### src/design/cpu8ls_pkg.sv
// ----------------------------------------------------------------------------
// cpu8ls_pkg
// Shared types and constants of the 8-bit load/store unit: operation classes,
// bus request codes, target codes and stream field layouts.
// ----------------------------------------------------------------------------
package cpu8ls_pkg;

  // load forms
  typedef enum logic [4:0] {
    OP_MOV_RR    = 5'd0,
    OP_LD_RN     = 5'd1,
    OP_LD_R_HL   = 5'd2,
    OP_ST_HL_R   = 5'd3,
    OP_ST_PAIR_A = 5'd4,
    OP_LD_A_PAIR = 5'd5,
    OP_ST_HLI_A  = 5'd6,
    OP_LD_A_HLI  = 5'd7,
    OP_ST_HLD_A  = 5'd8,
    OP_LD_A_HLD  = 5'd9,
    OP_ST_HL_N   = 5'd10,
    OP_ST_HIN_A  = 5'd11,
    OP_LD_A_HIN  = 5'd12,
    OP_ST_HIC_A  = 5'd13,
    OP_LD_A_HIC  = 5'd14,
    OP_LD_A_NN   = 5'd15,
    OP_ST_NN_A   = 5'd16
  } op_class_e;

  typedef enum logic [1:0] {
    BUS_NONE  = 2'd0,
    BUS_READ  = 2'd1,
    BUS_WRITE = 2'd2
  } bus_op_e;

  // address pair selector
  localparam logic [1:0] PAIR_BC = 2'd0;
  localparam logic [1:0] PAIR_DE = 2'd1;
  localparam logic [1:0] PAIR_HL = 2'd2;

  // register file indexes
  localparam logic [2:0] REG_A   = 3'd0;
  localparam logic [2:0] REG_B   = 3'd1;
  localparam logic [2:0] REG_C   = 3'd2;
  localparam logic [2:0] REG_D   = 3'd3;
  localparam logic [2:0] REG_E   = 3'd4;
  localparam logic [2:0] REG_H   = 3'd5;
  localparam logic [2:0] REG_L   = 3'd6;
  localparam int unsigned NumRegs = 7;

  // write targets
  localparam logic [3:0] TGT_NONE    = 4'd0;
  localparam logic [3:0] TGT_REG_A   = 4'd1;
  localparam logic [3:0] TGT_REG_L   = 4'd7;
  localparam logic [3:0] TGT_TEMP_LO = 4'd8;
  localparam logic [3:0] TGT_TEMP_HI = 4'd9;

  localparam logic [7:0]  HighPageMsb  = 8'hFF;
  localparam logic [15:0] StackRstVal  = 16'hFFFE;

  localparam int unsigned InDataW  = 24;
  localparam int unsigned OutDataW = 56;

  typedef struct packed {
    logic       kind;
    op_class_e  op_class;
    logic [1:0] cycle_index;
    logic [2:0] dest_reg;
    logic [2:0] source_reg;
    logic [1:0] pair_sel;
    logic [7:0] read_byte;
  } in_item_t;

  typedef struct packed {
    bus_op_e     bus_op;
    logic [15:0] bus_address;
    logic [7:0]  write_byte;
    logic        done_res;
    logic [15:0] pc_value;
    logic [3:0]  target_written;
    logic [7:0]  target_value;
  } out_item_t;

endpackage

### src/design/cpu8_load_store_unit_top.sv
// ----------------------------------------------------------------------------
// cpu8_load_store_unit_top
// Load group of an 8-bit CPU, stepped one machine cycle or read return per
// item; holds the register file, PC, temp word and the pending read target.
// ----------------------------------------------------------------------------
//  channel   dir  handshake                       payload
//  s_axis    in   s_axis_tvalid_i/s_axis_tready_o tdata: op,cyc,dst,src,pair,rdata
//                                                 tuser: kind
//  m_axis    out  m_axis_tvalid_o/m_axis_tready_i tdata: bus,addr,wdata,done,pc,
//                                                 tgt,tval
//  cfg       in   cfg_we_i                        cfg_wdata_i: stack address
//
//  one item per cycle sustained while the output is not stalled; an accepted
//  item passes through the input register, then the result register
//  the state update for an item happens when it moves into the result register
//  rst_ni clears state, pc, temp word, pending target and both valid flags
//  a stalled output holds its item; the input register keeps accepting while
//  it is empty or moving forward
// ----------------------------------------------------------------------------
module cpu8_load_store_unit_top
  import cpu8ls_pkg::*;
(
  input  logic                clk_i,
  input  logic                rst_ni,
  input  logic                s_axis_tvalid_i,
  output logic                s_axis_tready_o,
  // [4:0] op_class, [6:5] cycle_index, [9:7] dest_reg, [12:10] source_reg,
  // [14:13] pair_sel, [22:15] read_byte, [23] zero
  input  logic [InDataW-1:0]  s_axis_tdata_i,
  // [0] kind
  input  logic                s_axis_tuser_i,
  output logic                m_axis_tvalid_o,
  input  logic                m_axis_tready_i,
  // [1:0] bus_op, [17:2] bus_address, [25:18] write_byte, [26] done_res,
  // [42:27] pc_value, [46:43] target_written, [54:47] target_value, [55] zero
  output logic [OutDataW-1:0] m_axis_tdata_o,
  input  logic                cfg_we_i,
  input  logic [15:0]         cfg_wdata_i
);

  logic       in_valid_q;
  in_item_t   in_q;
  logic       out_valid_q;
  out_item_t  out_q, out_d;
  logic       advance;

  logic [7:0]  regs_q [NumRegs];
  logic [7:0]  regs_d [NumRegs];
  logic [15:0] pc_q, pc_d;
  logic [15:0] temp_q, temp_d;
  logic [3:0]  pend_q, pend_d;
  logic [15:0] sp_q;

  logic [15:0] hl, pair_addr, pc1, pc2, high_c, high_t;
  logic [7:0]  src_val;
  logic [3:0]  dtgt;
  logic [1:0]  last, len;
  logic        active;

  assign advance         = in_valid_q && (!out_valid_q || m_axis_tready_i);
  assign s_axis_tready_o = !in_valid_q || advance;
  assign m_axis_tvalid_o = out_valid_q;
  assign m_axis_tdata_o  = {1'b0, out_q.target_value, out_q.target_written, out_q.pc_value,
                            out_q.done_res, out_q.write_byte, out_q.bus_address,
                            out_q.bus_op};

  assign hl     = {regs_q[REG_H], regs_q[REG_L]};
  assign pc1    = pc_q + 16'd1;
  assign pc2    = pc_q + 16'd2;
  assign high_c = {HighPageMsb, regs_q[REG_C]};
  assign high_t = {HighPageMsb, temp_q[7:0]};
  assign src_val = (in_q.source_reg < 3'(NumRegs)) ? regs_q[in_q.source_reg] : 8'd0;
  assign dtgt    = (in_q.dest_reg < 3'(NumRegs)) ? {1'b0, in_q.dest_reg} + 4'd1 : TGT_NONE;

  always_comb begin
    unique case (in_q.pair_sel)
      PAIR_BC: pair_addr = {regs_q[REG_B], regs_q[REG_C]};
      PAIR_DE: pair_addr = {regs_q[REG_D], regs_q[REG_E]};
      PAIR_HL: pair_addr = hl;
      default: pair_addr = sp_q;
    endcase
  end

  // final machine cycle and instruction length per form
  always_comb begin
    priority if (in_q.op_class == OP_MOV_RR) begin
      last = 2'd0; len = 2'd1;
    end else if (in_q.op_class == OP_LD_RN) begin
      last = 2'd1; len = 2'd2;
    end else if (in_q.op_class <= OP_LD_A_HLD || in_q.op_class == OP_ST_HIC_A
                 || in_q.op_class == OP_LD_A_HIC) begin
      last = 2'd1; len = 2'd1;
    end else if (in_q.op_class <= OP_LD_A_HIN) begin
      last = 2'd2; len = 2'd2;
    end else begin
      last = 2'd3; len = 2'd3;
    end
  end

  assign active = (in_q.op_class <= OP_ST_NN_A)
                  && (in_q.op_class == OP_MOV_RR
                      || (in_q.cycle_index != 2'd0 && in_q.cycle_index <= last));

  always_comb begin
    regs_d = regs_q;
    pc_d   = pc_q;
    temp_d = temp_q;
    pend_d = TGT_NONE;
    out_d  = '0;

    if (in_q.kind) begin
      // read return lands in the target recorded when the read went out
      if (pend_q >= TGT_REG_A && pend_q <= TGT_REG_L) begin
        regs_d[3'(pend_q - TGT_REG_A)] = in_q.read_byte;
        out_d.target_written = pend_q;
        out_d.target_value   = in_q.read_byte;
      end else if (pend_q == TGT_TEMP_LO) begin
        temp_d[7:0]          = in_q.read_byte;
        out_d.target_written = pend_q;
        out_d.target_value   = in_q.read_byte;
      end else if (pend_q == TGT_TEMP_HI) begin
        temp_d[15:8]         = in_q.read_byte;
        out_d.target_written = pend_q;
        out_d.target_value   = in_q.read_byte;
      end
    end else begin
      if (active) begin
        unique case (in_q.op_class)
          OP_MOV_RR: begin
            if (dtgt != TGT_NONE) begin
              regs_d[in_q.dest_reg] = src_val;
              out_d.target_written  = dtgt;
              out_d.target_value    = src_val;
            end
          end
          OP_LD_RN: begin
            out_d.bus_op = BUS_READ; out_d.bus_address = pc1; pend_d = dtgt;
          end
          OP_LD_R_HL: begin
            out_d.bus_op = BUS_READ; out_d.bus_address = hl; pend_d = dtgt;
          end
          OP_ST_HL_R: begin
            out_d.bus_op = BUS_WRITE; out_d.bus_address = hl; out_d.write_byte = src_val;
          end
          OP_ST_PAIR_A: begin
            out_d.bus_op      = BUS_WRITE;
            out_d.bus_address = pair_addr;
            out_d.write_byte  = regs_q[REG_A];
          end
          OP_LD_A_PAIR: begin
            out_d.bus_op = BUS_READ; out_d.bus_address = pair_addr; pend_d = TGT_REG_A;
          end
          OP_ST_HLI_A, OP_ST_HLD_A: begin
            out_d.bus_op      = BUS_WRITE;
            out_d.bus_address = hl;
            out_d.write_byte  = regs_q[REG_A];
            {regs_d[REG_H], regs_d[REG_L]} =
              (in_q.op_class == OP_ST_HLI_A) ? hl + 16'd1 : hl - 16'd1;
          end
          OP_LD_A_HLI, OP_LD_A_HLD: begin
            out_d.bus_op      = BUS_READ;
            out_d.bus_address = hl;
            pend_d            = TGT_REG_A;
            {regs_d[REG_H], regs_d[REG_L]} =
              (in_q.op_class == OP_LD_A_HLI) ? hl + 16'd1 : hl - 16'd1;
          end
          OP_ST_HL_N, OP_ST_HIN_A, OP_LD_A_HIN: begin
            if (in_q.cycle_index == 2'd1) begin
              out_d.bus_op = BUS_READ; out_d.bus_address = pc1; pend_d = TGT_TEMP_LO;
            end else if (in_q.op_class == OP_ST_HL_N) begin
              out_d.bus_op      = BUS_WRITE;
              out_d.bus_address = hl;
              out_d.write_byte  = temp_q[7:0];
            end else if (in_q.op_class == OP_ST_HIN_A) begin
              out_d.bus_op      = BUS_WRITE;
              out_d.bus_address = high_t;
              out_d.write_byte  = regs_q[REG_A];
            end else begin
              out_d.bus_op = BUS_READ; out_d.bus_address = high_t; pend_d = TGT_REG_A;
            end
          end
          OP_ST_HIC_A: begin
            out_d.bus_op      = BUS_WRITE;
            out_d.bus_address = high_c;
            out_d.write_byte  = regs_q[REG_A];
          end
          OP_LD_A_HIC: begin
            out_d.bus_op = BUS_READ; out_d.bus_address = high_c; pend_d = TGT_REG_A;
          end
          OP_LD_A_NN, OP_ST_NN_A: begin
            if (in_q.cycle_index == 2'd1) begin
              temp_d       = '0;
              out_d.bus_op = BUS_READ; out_d.bus_address = pc1; pend_d = TGT_TEMP_LO;
            end else if (in_q.cycle_index == 2'd2) begin
              out_d.bus_op = BUS_READ; out_d.bus_address = pc2; pend_d = TGT_TEMP_HI;
            end else if (in_q.op_class == OP_LD_A_NN) begin
              out_d.bus_op = BUS_READ; out_d.bus_address = temp_q; pend_d = TGT_REG_A;
            end else begin
              out_d.bus_op      = BUS_WRITE;
              out_d.bus_address = temp_q;
              out_d.write_byte  = regs_q[REG_A];
            end
          end
          default: ;
        endcase
      end
      // completion also covers a cycle index beyond the last one
      if (in_q.op_class <= OP_ST_NN_A && in_q.cycle_index >= last) begin
        out_d.done_res = 1'b1;
        pc_d           = pc_q + {14'd0, len};
      end
    end
    out_d.pc_value = pc_d;
  end

  always_ff @(posedge clk_i or negedge rst_ni) begin
    if (!rst_ni) begin
      in_valid_q  <= 1'b0;
      out_valid_q <= 1'b0;
      for (int i = 0; i < NumRegs; i++) begin
        regs_q[i] <= '0;
      end
      pc_q   <= '0;
      temp_q <= '0;
      pend_q <= TGT_NONE;
      sp_q   <= StackRstVal;
    end else begin
      if (s_axis_tready_o) begin
        in_valid_q <= s_axis_tvalid_i;
      end
      if (advance) begin
        out_valid_q <= 1'b1;
        regs_q      <= regs_d;
        pc_q        <= pc_d;
        temp_q      <= temp_d;
        pend_q      <= pend_d;
      end else if (m_axis_tready_i) begin
        out_valid_q <= 1'b0;
      end
      if (cfg_we_i) begin
        sp_q <= cfg_wdata_i;
      end
    end
  end

  always_ff @(posedge clk_i) begin
    if (s_axis_tready_o && s_axis_tvalid_i) begin
      in_q <= {s_axis_tuser_i, op_class_e'(s_axis_tdata_i[4:0]), s_axis_tdata_i[6:5],
               s_axis_tdata_i[9:7], s_axis_tdata_i[12:10], s_axis_tdata_i[14:13],
               s_axis_tdata_i[22:15]};
    end
    if (advance) begin
      out_q <= out_d;
    end
  end

endmodule

### config.mk
export PLATFORM = sky130hd
export DESIGN_NAME = cpu8_load_store_unit_top
export DESIGN_NICKNAME = d
export VERILOG_FILES = /design/src/design/cpu8ls_pkg.sv /design/src/design/cpu8_load_store_unit_top.sv
export SDC_FILE = /design/constraint.sdc
export NUM_CORES = 1
export LEC_CHECK = 0
export BUFFER_PORTS_ARGS = -buffer_cell sky130_fd_sc_hd__buf_2
export CAP_MARGIN = 15
export CORE_MARGIN = 5
export CORE_UTILIZATION = 30
export DETAILED_ROUTE_END_ITERATION = 10
export GPL_ROUTABILITY_DRIVEN = 0
export PLACE_DENSITY_LB_ADDON = 0.3
export SLEW_MARGIN = 40
export SYNTH_ARGS = -nofsm -noshare
export SYNTH_HDL_FRONTEND = slang
export SYNTH_SLANG_ARGS = --single-unit
export TNS_END_PERCENT = 50
### constraint.sdc
create_clock -name clk_i -period 8.25 [get_ports clk_i]
set_input_delay 1.65 -clock clk_i [delete_from_list [all_inputs] [get_ports clk_i]]
set_output_delay 1.65 -clock clk_i [all_outputs]
set_load 0.02 [all_outputs]
# Word level (Yosys, flattened, before mapping)

Index checks and enable logic that the tools add are counted.

$add $sub $neg: 7
$lt $le $gt $ge: 14
Eq/ne operators: 28
Mux-type cells: 68
Bitwise operators: 4
Reductions and logical operators: 40

Operators with widths:

| cell                                                      | count |
|---|---|
| 2-to-1 mux 56 bit                                         | 4 |
| one-hot mux 18 bit (9 select lines)                       | 1 |
| 2-to-1 mux 16 bit                                         | 9 |
| bitwise mux 56 bit                                        | 2 |
| 2-to-1 mux 8 bit                                          | 13 |
| one-hot mux 16 bit (3 select lines)                       | 2 |
| 2-to-1 mux 18 bit                                         | 5 |
| 2-to-1 mux 12 bit                                         | 7 |
| demux 8 bit (select 3 bit)                                | 2 |
| equality test 5 x 4 -> 1 bit (second input constant)      | 8 |
| 2-to-1 mux 40 bit                                         | 1 |
| adder 16 x 1 -> 16 bit (second input constant)            | 2 |
| one-hot mux 8 bit (4 select lines)                        | 1 |
| 2-to-1 mux 26 bit                                         | 1 |
| binary-select mux 8 bit (select 3 bit)                    | 1 |
| 2-to-1 mux 4 bit                                          | 6 |
| equality test 5 x 3 -> 1 bit (second input constant)      | 4 |
| adder 16 x 2 -> 16 bit                                    | 1 |
| adder 16 x 2 -> 16 bit (second input constant)            | 1 |
| one-hot mux 4 bit (4 select lines)                        | 1 |
| subtractor 16 x 1 -> 16 bit (second input constant)       | 1 |
| nonzero test 2 bit                                        | 7 |
| greater-or-equal comparator 4 bit (second input constant) | 3 |
| NOT 3 -> 4 bit                                            | 3 |
| other kinds (34)                                          | 75 |

Bits in registers: 189

# Longest topological paths before layout

Depth after elaboration: 12
Depth in mapped cells: 15

# Worst setup path before layout

Ideal clock, no wire load.

Path kind: input to register
Start: in m_axis_tready_i
End: reg pc_q[1]
Arrival: 3725 ps
Setup slack: 4398 ps
Cell stages on the path: 5
Path buffers: 1
Path through: nand2b_1 nand2_1 clkbuf_1 inv_1 mux2_2

Cells in the longest elaborated chain, start to end: 2

Ends and longest elaborated chain:

| element              | RTL line                        | text |
|---|---|---|
| from (decl)          | cpu8_load_store_unit_top.sv:33  | `input logic m_axis_tready_i,` |
| logical OR 1 bit     | cpu8_load_store_unit_top.sv:60  | `assign advance = in_valid_q && (!out_valid_q \|\| m_axis_tready_i);` |
| logical AND 1 bit    | cpu8_load_store_unit_top.sv:60  |  |
| via advance          | cpu8_load_store_unit_top.sv:45  | `logic advance;` |
| to (signal assigned) | cpu8_load_store_unit_top.sv:234 | `pc_q <= pc_d;` |
| to (decl)            | cpu8_load_store_unit_top.sv:49  | `logic [15:0] pc_q, pc_d;` |

The timed path passes the listed nets, and every way through them passes these cells.
A chain may end at the register's enable or synchronous reset.

# Worst setup path in the final report

Start: reg in_q[21] (netlist name)
End: reg regs_q[31] (netlist name)

Cells in the longest elaborated chain, start to end: 12

Ends and longest elaborated chain:

| element                                                                      | RTL line                        | text |
|---|---|---|
| from (decl)                                                                  | cpu8_load_store_unit_top.sv:42  | `in_item_t in_q;` |
| from (signal assigned)                                                       | cpu8_load_store_unit_top.sv:248 | `in_q <= {s_axis_tuser_i, op_class_e'(s_axis_tdata_i[4:0]), s_axis_tdata_i[6:5],` |
| <= comparator 5 x 4 -> 1 bit or equality test 5 x 4 -> 1 bit (tied branches) | cpu8_load_store_unit_top.sv:90  | `end else if (in_q.op_class <= OP_LD_A_HLD \|\| in_q.op_class == OP_ST_HIC_A` |
| logical OR 1 bit                                                             | cpu8_load_store_unit_top.sv:90  |  |
| logical OR 1 bit                                                             | cpu8_load_store_unit_top.sv:91  | `\|\| in_q.op_class == OP_LD_A_HIC) begin` |
| 2-to-1 mux 2 bit                                                             | cpu8_load_store_unit_top.sv:90  |  |
| 2-to-1 mux 2 bit                                                             | cpu8_load_store_unit_top.sv:88  | `end else if (in_q.op_class == OP_LD_RN) begin` |
| 2-to-1 mux 2 bit                                                             | cpu8_load_store_unit_top.sv:86  | `priority if (in_q.op_class == OP_MOV_RR) begin` |
| <= comparator 2 bit                                                          | cpu8_load_store_unit_top.sv:102 | `\|\| (in_q.cycle_index != 2'd0 && in_q.cycle_index <= last));` |
| logical AND 1 bit                                                            | cpu8_load_store_unit_top.sv:102 |  |
| logical OR 1 bit                                                             | cpu8_load_store_unit_top.sv:102 |  |
| logical AND 1 bit                                                            | cpu8_load_store_unit_top.sv:101 | `&& (in_q.op_class == OP_MOV_RR` |
| nonzero test 2 bit (no source line)                                          | --                              |  |
| AND reduction 5 bit (no source line) *                                       | --                              |  |
| to (signal assigned)                                                         | cpu8_load_store_unit_top.sv:233 | `regs_q <= regs_d;` |
| to (decl)                                                                    | cpu8_load_store_unit_top.sv:47  | `logic [7:0] regs_q [NumRegs];` |

Mark *: on every way between the ends. The rest lies on a longest branch, timed or not.

==> impl_metrics.ini <==
[status]
status = complete, no violations

[floorplanning]
die_area_um2 = 43810
ios = 104
row_count = 73
initial_core_util_pct = 30.13
die_y_um = 209.3
die_w_um = 209.3
core_um2 = 39550

[clock_network]
cts_num_sinks = 189
clk_pin_slew_ns = 0.07
postCtsSetupRepairBufs = 0
h-tree-depth = 4
clockBufferDepth = 2
clock_latency_ns = 0.46
root_buffer = clkbuf_16
cts_buffers = 17
postCtsHoldBufs = 0
post_cts_resize_count = 0
cts_tree = done

[worst_setup_path]
crit_type = reg -> reg
crit_path_max_fanout = 25
critPathLaunchType = flop
end_kind = flop
r2r_slack_ns = 4.31
arrival_ns = 4.28
crit_required_ns = 8.59

[power]
clkPwrFrac_pct = 32.8
p_seq_share_pct = 46.6
p_int_mw = 1.781
power_density_nw_per_um2 = 199.7
switching_share_pct = 34.00
leakage_nw = 5.114
switchingPower_mw = 0.9177
peakVddDrop_v = 0.0001386
power_mw = 2.699
power_frac_comb_pct = 20.6

[route]
via_per_inst = 5.716
dr.pass1.iters = 6
drt_iter0_drc = 1070
wl_per_cell_um = 23.24
drt-total-wl_um = 41410
drcViolationCount = 0
ant_nets = 0
vias = 10190

[synth]
synth-async-reset-ratio_pct = 58.20
syn_area_per_cell_um2 = 9.881
synth_top_flop_cell = dfrtp_1
ys_warn_count = 0
synth_most_common_cell = nor2_1
synth_cells = 1206
synth.distinct_cells = 83
synth_top_area_share_pct = 19.95
yosysTopAreaCell = dfrtp_1
ys_ff_latch = 189
synth_top_cells_by_area = dfrtp_1 20%, edfxtp_1 20%, mux2_2 5.5%, nor2_1 3.3%, dfstp_2 3.3%
synth.net_count = 1267
synth_edf_count = 79
syn_area_um2 = 11920
seq_area_frac_synth_pct = 43.16
synthTopCellsByCount = 106 x nor2_1, 95 x dfrtp_1, 88 x nand2_1

[place]
io_buffers = 101
dp_hpwl_um = 29960

[layout]
area_growth_pct = 13.39
layout.nets = 1305
drive_gt1_share_pct = 22.04
antennaDiodeCount = 0

[sta]
hold_violations = 0
rsz0062_at_grt = no
setup_viol = 0
fin_crit_ns = 3.936
max_freq_mhz = 254.1
slew_headroom_pct = 40.59
tightest_slew_ns = 0.8911
drv_slew = 0
setup-tns-final_ns = 0
min_period_over_period_pct = 47.70
skew_ns = 0.01748

[grt]
grt.total_usage_pct = 18.43
antenna_found_initial = 0
overflow = 0
grt_pass1_wl_um = 62370
grt_pass1_vias = 9754
grt_max_degree = 71

[min_path]
min_path_type = reg -> reg

[run]
max-cap-violations = 0
[logic make-up after synthesis]
family	count (synthesis)	share of synthesized area (%)
simple gates	377	15.84
compound gates	334	19.66
flops	189	43.16
buf+inv	123	4.105
mux	95	10.27
xor+xnor	72	5.292
fa+ha+maj	15	1.638
other cells	1	0.03147
[worst max-delay path: stages (launching register included)]
cell and delay [ns]:
edfxtp_1 0.70, nor2b_1 0.27, or4_1 0.48, a21o_1 0.20, ha_1 0.28, nand3b_1 0.07
o31ai_1 0.08, buf_4 0.21, o21ai_4 0.11, a211o_1 0.43, nor2b_2 0.57, mux2_2 0.41
[per-layer routing]
metal / track usage (%) / up-vias / wire, um
met4: 6.278 / 0 / 1417
met3: 4.066 / 86 / 3591
li1: - / 4634 / -
met5: 0 / - / 0
met1: 25.27 / 4954 / 17390
met2: 28.97 / 512 / 19010
[placed cells by master (no fill, tap or decap), types with 11 or more instances in the layout]
cell type  count
a21oi_1       78
a221o_1       14
a31oi_1       11
and2_1        12
buf_2        102
buf_4         16
clkbuf_16     17
dfrtp_1       95
dfstp_2       15
edfxtp_1      79
ha_1          13
inv_1         17
mux2_2        58
mux2i_1       21
mux4_2        16
nand2_1       88
nand3_1       28
nand4_1       16
nor2_1       106
nor2b_1       25
nor3_1        27
nor4_1        13
o21ai_0       49
o221ai_1      13
o22ai_1       54
xnor2_1       38
xor2_1        34
[stage by stage]
stage | area, um^2 | worst slack, ns | util [%] | instances | hold WS (ns)
after floorplan | 11920 | 4.398 | - | 1206 | 0.4720
after global placement | 12780 | 3.869 | 32.32 | 1742 | 0.5010
after detailed placement | 12870 | 4.052 | 32.54 | 1748 | 0.5089
after CTS | 13480 | 3.988 | 34.09 | 1780 | 0.5255
after global routing | 13510 | 4.075 | 34.16 | 1782 | 0.5397
final | 13510 | 4.314 | 34.16 | 1782 | 0.5314
[final timing paths]
| kind | startpoint | endpoint | depth (start not counted) |
|---|---|---|---|
| max in group asynchronous | rst_ni | temp_q[4] | 2 |
| min | temp_q[12] | temp_q[12] | 1 |
| max | in_q[21] | regs_q[31] | 11 |
| min reg2reg | temp_q[12] | temp_q[12] | 1 |
| max reg2reg | in_q[21] | regs_q[31] | 11 |
| min in group asynchronous | rst_ni | pend_q[1] | 1 |
[power groups by stage]
stage	sequential (mW)	combinational (mW)	clock (mW)
3_5_place_dp	1.27	0.544	0
4_1_cts	1.25	0.548	0.906
2_1_floorplan	1.17	0.420	0
5_1_grt	1.26	0.605	0.946
3_3_place_gp	1.27	0.535	0
6_report	1.26	0.555	0.886
[layout make-up]
cell class | count | area [um^2]
Clock buffer | 18 | 429.2
Clock inverter | 14 | 181.4
Fill cell | 3986 | 26040
Inverter | 19 | 71.32
Multi-Input combinational cell | 894 | 6342
Sequential cell | 189 | 5144
Tap cell | 525 | 656.9
Timing Repair Buffer | 123 | 686.9
[state kept, by name, indices dropped and copies added (netlist names)]
register / cells
high_c: 8
hl: 16
in_q: 24
in_valid_q: 1
m_axis_tdata_o: 55
m_axis_tvalid_o: 1
pc_q: 16
pend_q: 4
regs_q: 32
sp_q: 16
temp_q: 16
No activity file was read; power rests on OpenSTA's default activity.
